===== config.mk =====
export PLATFORM = sky130hd
export DESIGN_NAME = heater_level_power_state_machine_core
export DESIGN_NICKNAME = d
export VERILOG_FILES = /design/src/hdl/hlps_pkg.sv /design/src/hdl/hlps_cfg_regs.sv /design/src/hdl/hlps_next.sv /design/src/hdl/hlps_out_reg.sv /design/src/hdl/heater_level_power_state_machine_core.sv
export SDC_FILE = /design/constraint.sdc
export NUM_CORES = 1
export LEC_CHECK = 0
export BUFFER_PORTS_ARGS = -buffer_cell sky130_fd_sc_hd__buf_2
export CAP_MARGIN = 20
export CORE_MARGIN = 8
export CORE_UTILIZATION = 45
export CTS_CLUSTER_SIZE = 8
export DETAILED_ROUTE_END_ITERATION = 6
export PLACE_DENSITY = 0.67
export SYNTH_ARGS = -nofsm -noshare
export SYNTH_HDL_FRONTEND = slang
export SYNTH_SLANG_ARGS = --single-unit

===== constraint.sdc =====
create_clock -name clk -period 12.9 [get_ports clk]
set_clock_uncertainty 0.05 [all_clocks]
set_input_delay 0.645 -clock clk [delete_from_list [all_inputs] [get_ports clk]]
set_output_delay 0.645 -clock clk [all_outputs]
set_load 0.005 [all_outputs]

===== src/hdl/hlps_pkg.sv =====
// Shared types, codes and defaults for the heater level and power mode controller.
`default_nettype none
package hlps_pkg;

  localparam int NUM_LEVELS_DEF    = 9;
  localparam int SAMPLE_PERIOD_DEF = 10;

  localparam int IN_W  = 8;
  localparam int OUT_W = 16;

  // Input operation codes.
  localparam logic [1:0] OP_TICK   = 2'd0;
  localparam logic [1:0] OP_BUTTON = 2'd1;
  localparam logic [1:0] OP_STEP   = 2'd2;

  // Configuration register indexes.
  localparam logic [1:0] REG_IDLE_TICKS  = 2'd0;
  localparam logic [1:0] REG_SLEEP_TICKS = 2'd1;
  localparam logic [1:0] REG_BLINK_STEPS = 2'd2;

  localparam logic [31:0] IDLE_TICKS_RST  = 32'd6000;
  localparam logic [31:0] SLEEP_TICKS_RST = 32'd30000;
  localparam logic [15:0] BLINK_STEPS_RST = 16'd100;

  // Mode codes as they appear on the result channel.
  localparam logic [1:0] MODE_CODE_SLEEP = 2'd0;
  localparam logic [1:0] MODE_CODE_IDLE  = 2'd1;
  localparam logic [1:0] MODE_CODE_HEAT  = 2'd2;

  typedef enum logic [2:0] {
    MODE_SLEEP = 3'b001,
    MODE_IDLE  = 3'b010,
    MODE_HEAT  = 3'b100
  } mode_t;

  typedef struct packed {
    logic [31:0] idle_ticks;
    logic [31:0] sleep_ticks;
    logic [15:0] blink_steps;
  } cfg_t;

  // Listed from the highest bit down, so the opcode sits in the lowest bits.
  typedef struct packed {
    logic       moved;
    logic       down_pressed;
    logic       up_pressed;
    logic [1:0] opcode;
  } item_t;

  typedef struct packed {
    mode_t       mode;
    logic [3:0]  cur_level;
    logic [3:0]  rem_level;
    logic [31:0] inact_cnt;
    logic [15:0] blink_cnt;
    logic [3:0]  phase;
    logic        blank;
  } state_t;

  typedef struct packed {
    logic       sensor_restart;
    logic       start_sample;
    logic       drive_blanked;
    logic       heat_request;
    logic       led_on;
    logic [3:0] level;
    logic [1:0] mode;
  } result_t;

endpackage
`default_nettype wire


===== src/hdl/hlps_cfg_regs.sv =====
// Configuration register file with its write channel.
`default_nettype none
module hlps_cfg_regs (
  input  wire logic          clk,
  input  wire logic          rst_n,
  input  wire logic          cfg_valid,
  output logic               cfg_ready,
  input  wire logic [1:0]    cfg_index,
  input  wire logic [31:0]   cfg_data,
  output hlps_pkg::cfg_t     cfg
);

  hlps_pkg::cfg_t cfg_r;

  assign cfg_ready = 1'b1;
  assign cfg       = cfg_r;

  always_ff @(posedge clk) begin
    if (!rst_n) begin
      cfg_r.idle_ticks  <= hlps_pkg::IDLE_TICKS_RST;
      cfg_r.sleep_ticks <= hlps_pkg::SLEEP_TICKS_RST;
      cfg_r.blink_steps <= hlps_pkg::BLINK_STEPS_RST;
    end else if (cfg_valid) begin
      unique case (cfg_index)
        hlps_pkg::REG_IDLE_TICKS:  cfg_r.idle_ticks  <= cfg_data;
        hlps_pkg::REG_SLEEP_TICKS: cfg_r.sleep_ticks <= cfg_data;
        hlps_pkg::REG_BLINK_STEPS: cfg_r.blink_steps <= cfg_data[15:0];
        default: ;
      endcase
    end
  end

endmodule
`default_nettype wire


===== src/hdl/hlps_next.sv =====
// Single-pass next-state and result logic for one input item.
`default_nettype none
module hlps_next #(
  parameter int NUM_LEVELS    = hlps_pkg::NUM_LEVELS_DEF,
  parameter int SAMPLE_PERIOD = hlps_pkg::SAMPLE_PERIOD_DEF
) (
  input  hlps_pkg::state_t  st,
  input  hlps_pkg::item_t   item,
  input  hlps_pkg::cfg_t    cfg,
  output hlps_pkg::state_t  st_nxt,
  output hlps_pkg::result_t res
);

  localparam logic [3:0] TOP_LEVEL = 4'(NUM_LEVELS - 1);
  localparam logic [3:0] PH_BLANK  = 4'(SAMPLE_PERIOD - 1);
  localparam logic [3:0] PH_END    = 4'(SAMPLE_PERIOD);

  logic [3:0]  phase_inc;
  logic [31:0] cnt_inc;
  logic        led, heat, start, restart;

  assign phase_inc = st.phase + 4'd1;
  assign cnt_inc   = st.inact_cnt + 32'd1;

  always_comb begin
    st_nxt  = st;
    led     = 1'b0;
    heat    = 1'b0;
    start   = 1'b0;
    restart = 1'b0;
    case (item.opcode)
      hlps_pkg::OP_TICK: begin
        st_nxt.phase = phase_inc;
        if (phase_inc == PH_BLANK) begin
          st_nxt.blank = 1'b1;
        end else if (phase_inc == PH_END) begin
          start        = 1'b1;
          st_nxt.phase = 4'd0;
          st_nxt.blank = 1'b0;
        end
        st_nxt.inact_cnt = cnt_inc;
        if (cnt_inc == cfg.idle_ticks && st.mode == hlps_pkg::MODE_HEAT) begin
          st_nxt.mode      = hlps_pkg::MODE_IDLE;
          st_nxt.inact_cnt = 32'd0;
        end
        // The sleep check sees the counter after a possible idle entry.
        if (st_nxt.inact_cnt == cfg.sleep_ticks && st_nxt.mode == hlps_pkg::MODE_IDLE) begin
          st_nxt.mode      = hlps_pkg::MODE_SLEEP;
          st_nxt.inact_cnt = 32'd0;
        end
      end
      hlps_pkg::OP_BUTTON: begin
        if ((st.mode == hlps_pkg::MODE_SLEEP && item.up_pressed) ||
            st.mode == hlps_pkg::MODE_IDLE) begin
          st_nxt.mode      = hlps_pkg::MODE_HEAT;
          st_nxt.cur_level = st.rem_level;
        end else if (item.down_pressed && st.mode == hlps_pkg::MODE_HEAT &&
                     st.cur_level != 4'd0) begin
          st_nxt.cur_level = st.cur_level - 4'd1;
        end else if (item.up_pressed && st.mode == hlps_pkg::MODE_HEAT &&
                     st.cur_level < TOP_LEVEL) begin
          st_nxt.cur_level = st.cur_level + 4'd1;
        end
        st_nxt.inact_cnt = 32'd0;
      end
      hlps_pkg::OP_STEP: begin
        unique case (st.mode)
          hlps_pkg::MODE_SLEEP: restart = 1'b1;
          hlps_pkg::MODE_IDLE: begin
            led = (st.blink_cnt < (cfg.blink_steps >> 1));
            if (st.blink_cnt > cfg.blink_steps) begin
              st_nxt.blink_cnt = 16'd0;
            end else begin
              st_nxt.blink_cnt = st.blink_cnt + 16'd1;
            end
            if (item.moved) begin
              st_nxt.mode      = hlps_pkg::MODE_HEAT;
              st_nxt.cur_level = st.rem_level;
              st_nxt.blink_cnt = 16'd0;
            end
          end
          hlps_pkg::MODE_HEAT: begin
            st_nxt.rem_level = st.cur_level;
            led              = 1'b1;
            heat             = 1'b1;
            if (item.moved) begin
              st_nxt.inact_cnt = 32'd0;
            end
          end
          default: st_nxt.mode = hlps_pkg::MODE_IDLE;
        endcase
      end
      default: ;
    endcase
  end

  always_comb begin
    unique case (st_nxt.mode)
      hlps_pkg::MODE_SLEEP: res.mode = hlps_pkg::MODE_CODE_SLEEP;
      hlps_pkg::MODE_IDLE:  res.mode = hlps_pkg::MODE_CODE_IDLE;
      hlps_pkg::MODE_HEAT:  res.mode = hlps_pkg::MODE_CODE_HEAT;
      default:              res.mode = hlps_pkg::MODE_CODE_IDLE;
    endcase
    res.level          = (st_nxt.mode == hlps_pkg::MODE_HEAT) ? st_nxt.cur_level
                                                              : st_nxt.rem_level;
    res.led_on         = led;
    res.heat_request   = heat;
    res.drive_blanked  = st_nxt.blank;
    res.start_sample   = start;
    res.sensor_restart = restart;
  end

endmodule
`default_nettype wire


===== src/hdl/hlps_out_reg.sv =====
// Result register that decouples the result channel from the input channel.
`default_nettype none
module hlps_out_reg (
  input  wire logic          clk,
  input  wire logic          rst_n,
  input  wire logic          load,
  input  hlps_pkg::result_t  res,
  output logic               space,
  output logic               out_tvalid,
  input  wire logic          out_tready,
  output logic [15:0]        out_tdata
);

  logic              valid_r;
  hlps_pkg::result_t res_r;

  // A new result may enter when the register is empty or is being drained.
  assign space      = !valid_r || out_tready;
  assign out_tvalid = valid_r;
  assign out_tdata  = {5'd0, res_r};

  always_ff @(posedge clk) begin
    if (!rst_n) begin
      valid_r <= 1'b0;
    end else if (load) begin
      valid_r <= 1'b1;
    end else if (out_tready) begin
      valid_r <= 1'b0;
    end
  end

  always_ff @(posedge clk) begin
    if (load) begin
      res_r <= res;
    end
  end

endmodule
`default_nettype wire


===== src/hdl/heater_level_power_state_machine_core.sv =====
// Top level of the heater level and power mode controller.
//
// Items arrive on the in_ stream: each is a timer tick, a button event or a
// control step, chosen by the opcode. Every accepted item yields exactly one
// result on the out_ stream, showing the mode and level after the item and the
// per-item flags (LED, heat request, drive blanking, sample start, sensor
// restart). Thresholds are written on the cfg_ port, which is always ready and
// should only be written while no result is outstanding.
// The state and the result register are both updated at the edge where the input
// transfer completes, and the result is shown on the next cycle. Throughput is
// one item per cycle while the receiver keeps taking results, set by the single
// pass of the next-state logic (a 32-bit increment and two compares) into the
// result register. A stalled receiver holds the result register; in_tready stays
// high while the register is empty or drained in the same cycle, so a new item
// still enters when a result is taken. Reset puts the block in sleep at level
// zero with all counters cleared and the configuration at its defaults.
`default_nettype none
module heater_level_power_state_machine_core #(
  parameter int NUM_LEVELS    = hlps_pkg::NUM_LEVELS_DEF,
  parameter int SAMPLE_PERIOD = hlps_pkg::SAMPLE_PERIOD_DEF
) (
  input  wire logic        clk,
  input  wire logic        rst_n,
  input  wire logic        in_tvalid,
  output logic             in_tready,
  // opcode[1:0], up_pressed[2], down_pressed[3], moved[4], zero[7:5]
  input  wire logic [7:0]  in_tdata,
  output logic             out_tvalid,
  input  wire logic        out_tready,
  // mode[1:0], level[5:2], led_on[6], heat_request[7], drive_blanked[8],
  // start_sample[9], sensor_restart[10], zero[15:11]
  output logic [15:0]      out_tdata,
  input  wire logic        cfg_valid,
  output logic             cfg_ready,
  input  wire logic [1:0]  cfg_index,
  input  wire logic [31:0] cfg_data
);

  hlps_pkg::cfg_t    cfg;
  hlps_pkg::item_t   item;
  hlps_pkg::state_t  st_r, st_nxt;
  hlps_pkg::result_t res;
  logic              space;
  logic              in_xfer;

  assign item      = in_tdata[4:0];
  assign in_tready = space;
  assign in_xfer   = in_tvalid && space;

  hlps_cfg_regs u_cfg (
    .clk       (clk),
    .rst_n     (rst_n),
    .cfg_valid (cfg_valid),
    .cfg_ready (cfg_ready),
    .cfg_index (cfg_index),
    .cfg_data  (cfg_data),
    .cfg       (cfg)
  );

  hlps_next #(
    .NUM_LEVELS    (NUM_LEVELS),
    .SAMPLE_PERIOD (SAMPLE_PERIOD)
  ) u_next (
    .st     (st_r),
    .item   (item),
    .cfg    (cfg),
    .st_nxt (st_nxt),
    .res    (res)
  );

  always_ff @(posedge clk) begin
    if (!rst_n) begin
      st_r.mode      <= hlps_pkg::MODE_SLEEP;
      st_r.cur_level <= 4'd0;
      st_r.rem_level <= 4'd0;
      st_r.inact_cnt <= 32'd0;
      st_r.blink_cnt <= 16'd0;
      st_r.phase     <= 4'd0;
      st_r.blank     <= 1'b0;
    end else if (in_xfer) begin
      st_r <= st_nxt;
    end
  end

  hlps_out_reg u_out (
    .clk        (clk),
    .rst_n      (rst_n),
    .load       (in_xfer),
    .res        (res),
    .space      (space),
    .out_tvalid (out_tvalid),
    .out_tready (out_tready),
    .out_tdata  (out_tdata)
  );

endmodule
`default_nettype wire


==> results.md <==
* Status: finished, final reports clean
* Routed Antenna Nets at 0
* CTS root buf: clkbuf_16
* Synth area leaders: dfxtp_1 27%, nand2_1 8.3%, ha_1 4.8%, a21oi_1 4.7%, xnor2_1 3.7%
* Start point of the critical path: st_r[21]
* Number of distinct library cells after synthesis at 92
* VDD IR max at 0.00008382 V
* Min-Delay Path Class: in2reg
* CP Depth at 13
* Port Buffers at 56
* WP data required at 13.04 ns
* Seq pwr share at 43.7%
* Number of global-route vias before repair at 9522
* Main synth FF type: dfxtp_1
* Clock Tree Buf Depth at 2
* Seq cells post-synth at 156
* Top cell type's share of synthesized area at 26.99%
* Placed inst area at 11080 um^2
* Critical Path Sink Type: flip-flop
* Leak pwr at 4.380 nW
* Cell accounting for the most synthesized area: dfxtp_1
* Fin cells at 1710
* Post-CTS setup buffer count at 0
* Final worst path period share at 46.68%
* Initial core utilization at 45.82%
* Post-synth ARST share at 0%
* Most frequent CP cell: nor3_1
* Final instance area at 11710 um^2
* GRT overflow at 0
* Core box area at 23470 um^2
* Cells on worst reg2reg path at 13
* Clock sink count at 156
* Clock Latency Late Sink at 0.44 ns
* Final Hold Viols at 0
* First-pass GRT wire length at 52670 um
* Total GRT Usage at 22.82%
* Net Sw Power at 342.1 uW
* Total Power at 1.191 mW
* Yosys Warn Count at 0
* Total negative slack at 0 ns
* Detailed Routing Iterations Pass 1 at 6
* Clock share of power at 45.4%
* Max Freq at 166.1 MHz
* Slew at the pin closest to its max-slew limit at 1.205 ns
* Syn avg cell area at 7.770 um^2
* CTS tree: built
* Hold Buf Count CTS at 0
* RSZ-0062 raised after global routing: false
* R2R Setup Slk at 6.88 ns
* Comb pwr share at 10.9%
* Area growth from synthesis to layout at 8.889%
* Setup violators final at 0
* Reg-to-Reg Start: st_r[21]
* PostCTS Resize Cnt at 0
* # rows at 56
* Layout cells sized above 1 at 10.28%
* Pint at 848.6 uW
* Final WL at 33280 um
* Vias per cell at 6.042
* Slew Viols, Final at 0
* MaxCap Viol Count at 0
* Pre-CTS WS at 6.955 ns
* Sequential area share after synthesis at 30.06%
* Remaining DRCs at 0
* Routed WL per cell at 19.46 um
* End point of the critical path: u_out.out_tdata[2]
* Switching power share of the total at 28.73%
* Clk slew on worst S/H paths at 0.07 ns
* Largest net degree at the start of global routing at 67
* Placed cells at 1677
* DIE WIDTH at 170.6 um
* H-tree depth at 4
* DR vias at 10331
* Largest fanout on the critical path at 51
* Post-synth EDFFs at 11
* Worst-path cell chain: ha_1 > and3_1 > nand3_1 > nor3_1 > xnor2_1 > o2111ai_1 > or4_4 > nor2_1 > a211o_1 > a2111o_1 > buf_4 > nor4bb_1 > nor3_1
* Crit path max-delay family: simple AND/OR/NAND/NOR gates
* Synthesized area at 10750 um^2
* Ports at 66
* Slowest CP cell: nor3_1
* CTS buffer count at 17
* Mapped Cells at 1384
* Power per cell area at 101.7 nW/um^2
* CP Launch Type: flip-flop
* Crit path kind: reg2reg
* Gpl congestion at 1.005
* Die ar. at 29100 um^2
* Final WS setup at 6.878 ns
* Hold WS at 0.3992 ns
* 1st-iter DRT viols at 1030
* Antenna diodes at 0
* Detailed Place HPWL at 24330 um
* Final #Nets at 1466
* Die height at 170.6 um
* WP data arrival at 6.16 ns
* Initial antenna violation count at 1
* Finished Core Util at 49.89%
* Critical Path Max Stage Delay at 0.87 ns
* Reg2reg end: u_out.out_tdata[2]
* Post-route minimum period at 6.022 ns
* Relative slew slack at 18.94%
* Hold path cells at 3
* WP buf/inv at 1
[tightest hold or removal path, delay by kind of cell]
kind / cells / cell delay, ns
AO/OA/AOI/OAI: 1 / 0.05
AND/OR/NAND/NOR: 1 / 0.05
buffers and inverters: 1 / 0.10
[cell families (layout without fill, tap and decap cells)]
kind of cell | Yosys count | count (layout) | share of synthesized area [%]
AND/OR/NAND/NOR | 640 | 640 | 31.02
AO/OA/AOI/OAI | 300 | 300 | 18.73
flip-flops | 156 | 156 | 30.06
buffers and inverters | 150 | 153 | 6.283
XOR/XNOR | 83 | 83 | 7.923
adder cells (fa/ha/maj) | 41 | 41 | 4.770
multiplexers | 12 | 12 | 1.140
other | 2 | 6 | 0.06983
[cell type report]
type,count,area (um^2)
fill,2293,11760
multi-input combinational,1082,6870
sequential,156,3233
clock buffer,17,425.4
timing repair buffer,72,404.1
tap,319,399.1
clock inverter,15,193.9
inverter,49,183.9
[sequential cells by signal (all words and copies together), names as in the netlist]
name	flops
st_r	64
u_cfg.cfg	80
u_out.out_tvalid	1
u_out.out_tdata	11
[routing by layer]
metal | global-route usage [%] | up-vias | part of all wire [%]
met5 | 0 | - | 0
met4 | 6.712 | 0 | 2.0
met3 | 5.646 | 47 | 8.5
met2 | 34.51 | 390 | 43
met1 | 31.54 | 4888 | 46
li1 | - | 5006 | -
[synth_stat cells (10+ instances only)]
| master | instances |
|---|---|
| nand2_1 | 238 |
| dfxtp_1 | 145 |
| nor2_1 | 103 |
| a21oi_1 | 101 |
| nand3_1 | 57 |
| clkbuf_1 | 56 |
| inv_1 | 47 |
| xnor2_1 | 45 |
| ha_1 | 41 |
| nor3_1 | 39 |
| nand4_1 | 38 |
| o21ai_0 | 32 |
| xor2_1 | 29 |
| a31oi_1 | 26 |
| nor4_1 | 23 |
| buf_2 | 21 |
| and3_1 | 19 |
| nand2b_1 | 17 |
| a41oi_1 | 16 |
| buf_4 | 13 |
| and4_1 | 12 |
| o211ai_1 | 12 |
| a21o_1 | 11 |
| edfxtp_1 | 11 |
| mux2i_1 | 10 |
| nand4b_1 | 10 |
| nor3b_1 | 10 |
| or3_1 | 10 |
[cells in the final DEF, fill, tap and decap left out, types with 15 or more instances in the layout]
cell,instances
xor2_1,29
nor2_1,103
ha_1,41
nor4_1,23
nor3_1,38
o21ai_0,32
xnor2_1,45
clkbuf_16,17
and3_1,19
nand3_1,57
dfxtp_1,145
a31oi_1,26
nand2_1,238
inv_1,46
a21oi_1,101
nand2b_1,17
nand4_1,38
a41oi_1,16
buf_4,15
buf_2,56
[power by group through the flow]
stage / Clock (mW) / Sequential, mW / Combinational [mW]
2_1_floorplan: 0 / 0.523 / 0.0927
3_3_place_gp: 0 / 0.530 / 0.126
3_5_place_dp: 0 / 0.531 / 0.128
4_1_cts: 0.548 / 0.519 / 0.129
5_1_grt: 0.567 / 0.522 / 0.143
6_report: 0.541 / 0.520 / 0.130
[worst min path at each step]
| stage | from | endpoint | slack [ns] |
|---|---|---|---|
| 2_1_floorplan | u_cfg.cfg[10] | u_cfg.cfg[10] | 0.39 |
| 3_3_place_gp | u_cfg.cfg[8] | u_cfg.cfg[8] | 0.40 |
| 6_report | cfg_data[16] | u_cfg.cfg[32] | 0.40 |
| 3_5_place_dp | u_cfg.cfg[9] | u_cfg.cfg[9] | 0.40 |
| 5_1_grt | cfg_data[29] | u_cfg.cfg[45] | 0.40 |
| 4_1_cts | cfg_data[30] | u_cfg.cfg[46] | 0.39 |
Note: power is estimated with default switching activity, not from simulation.
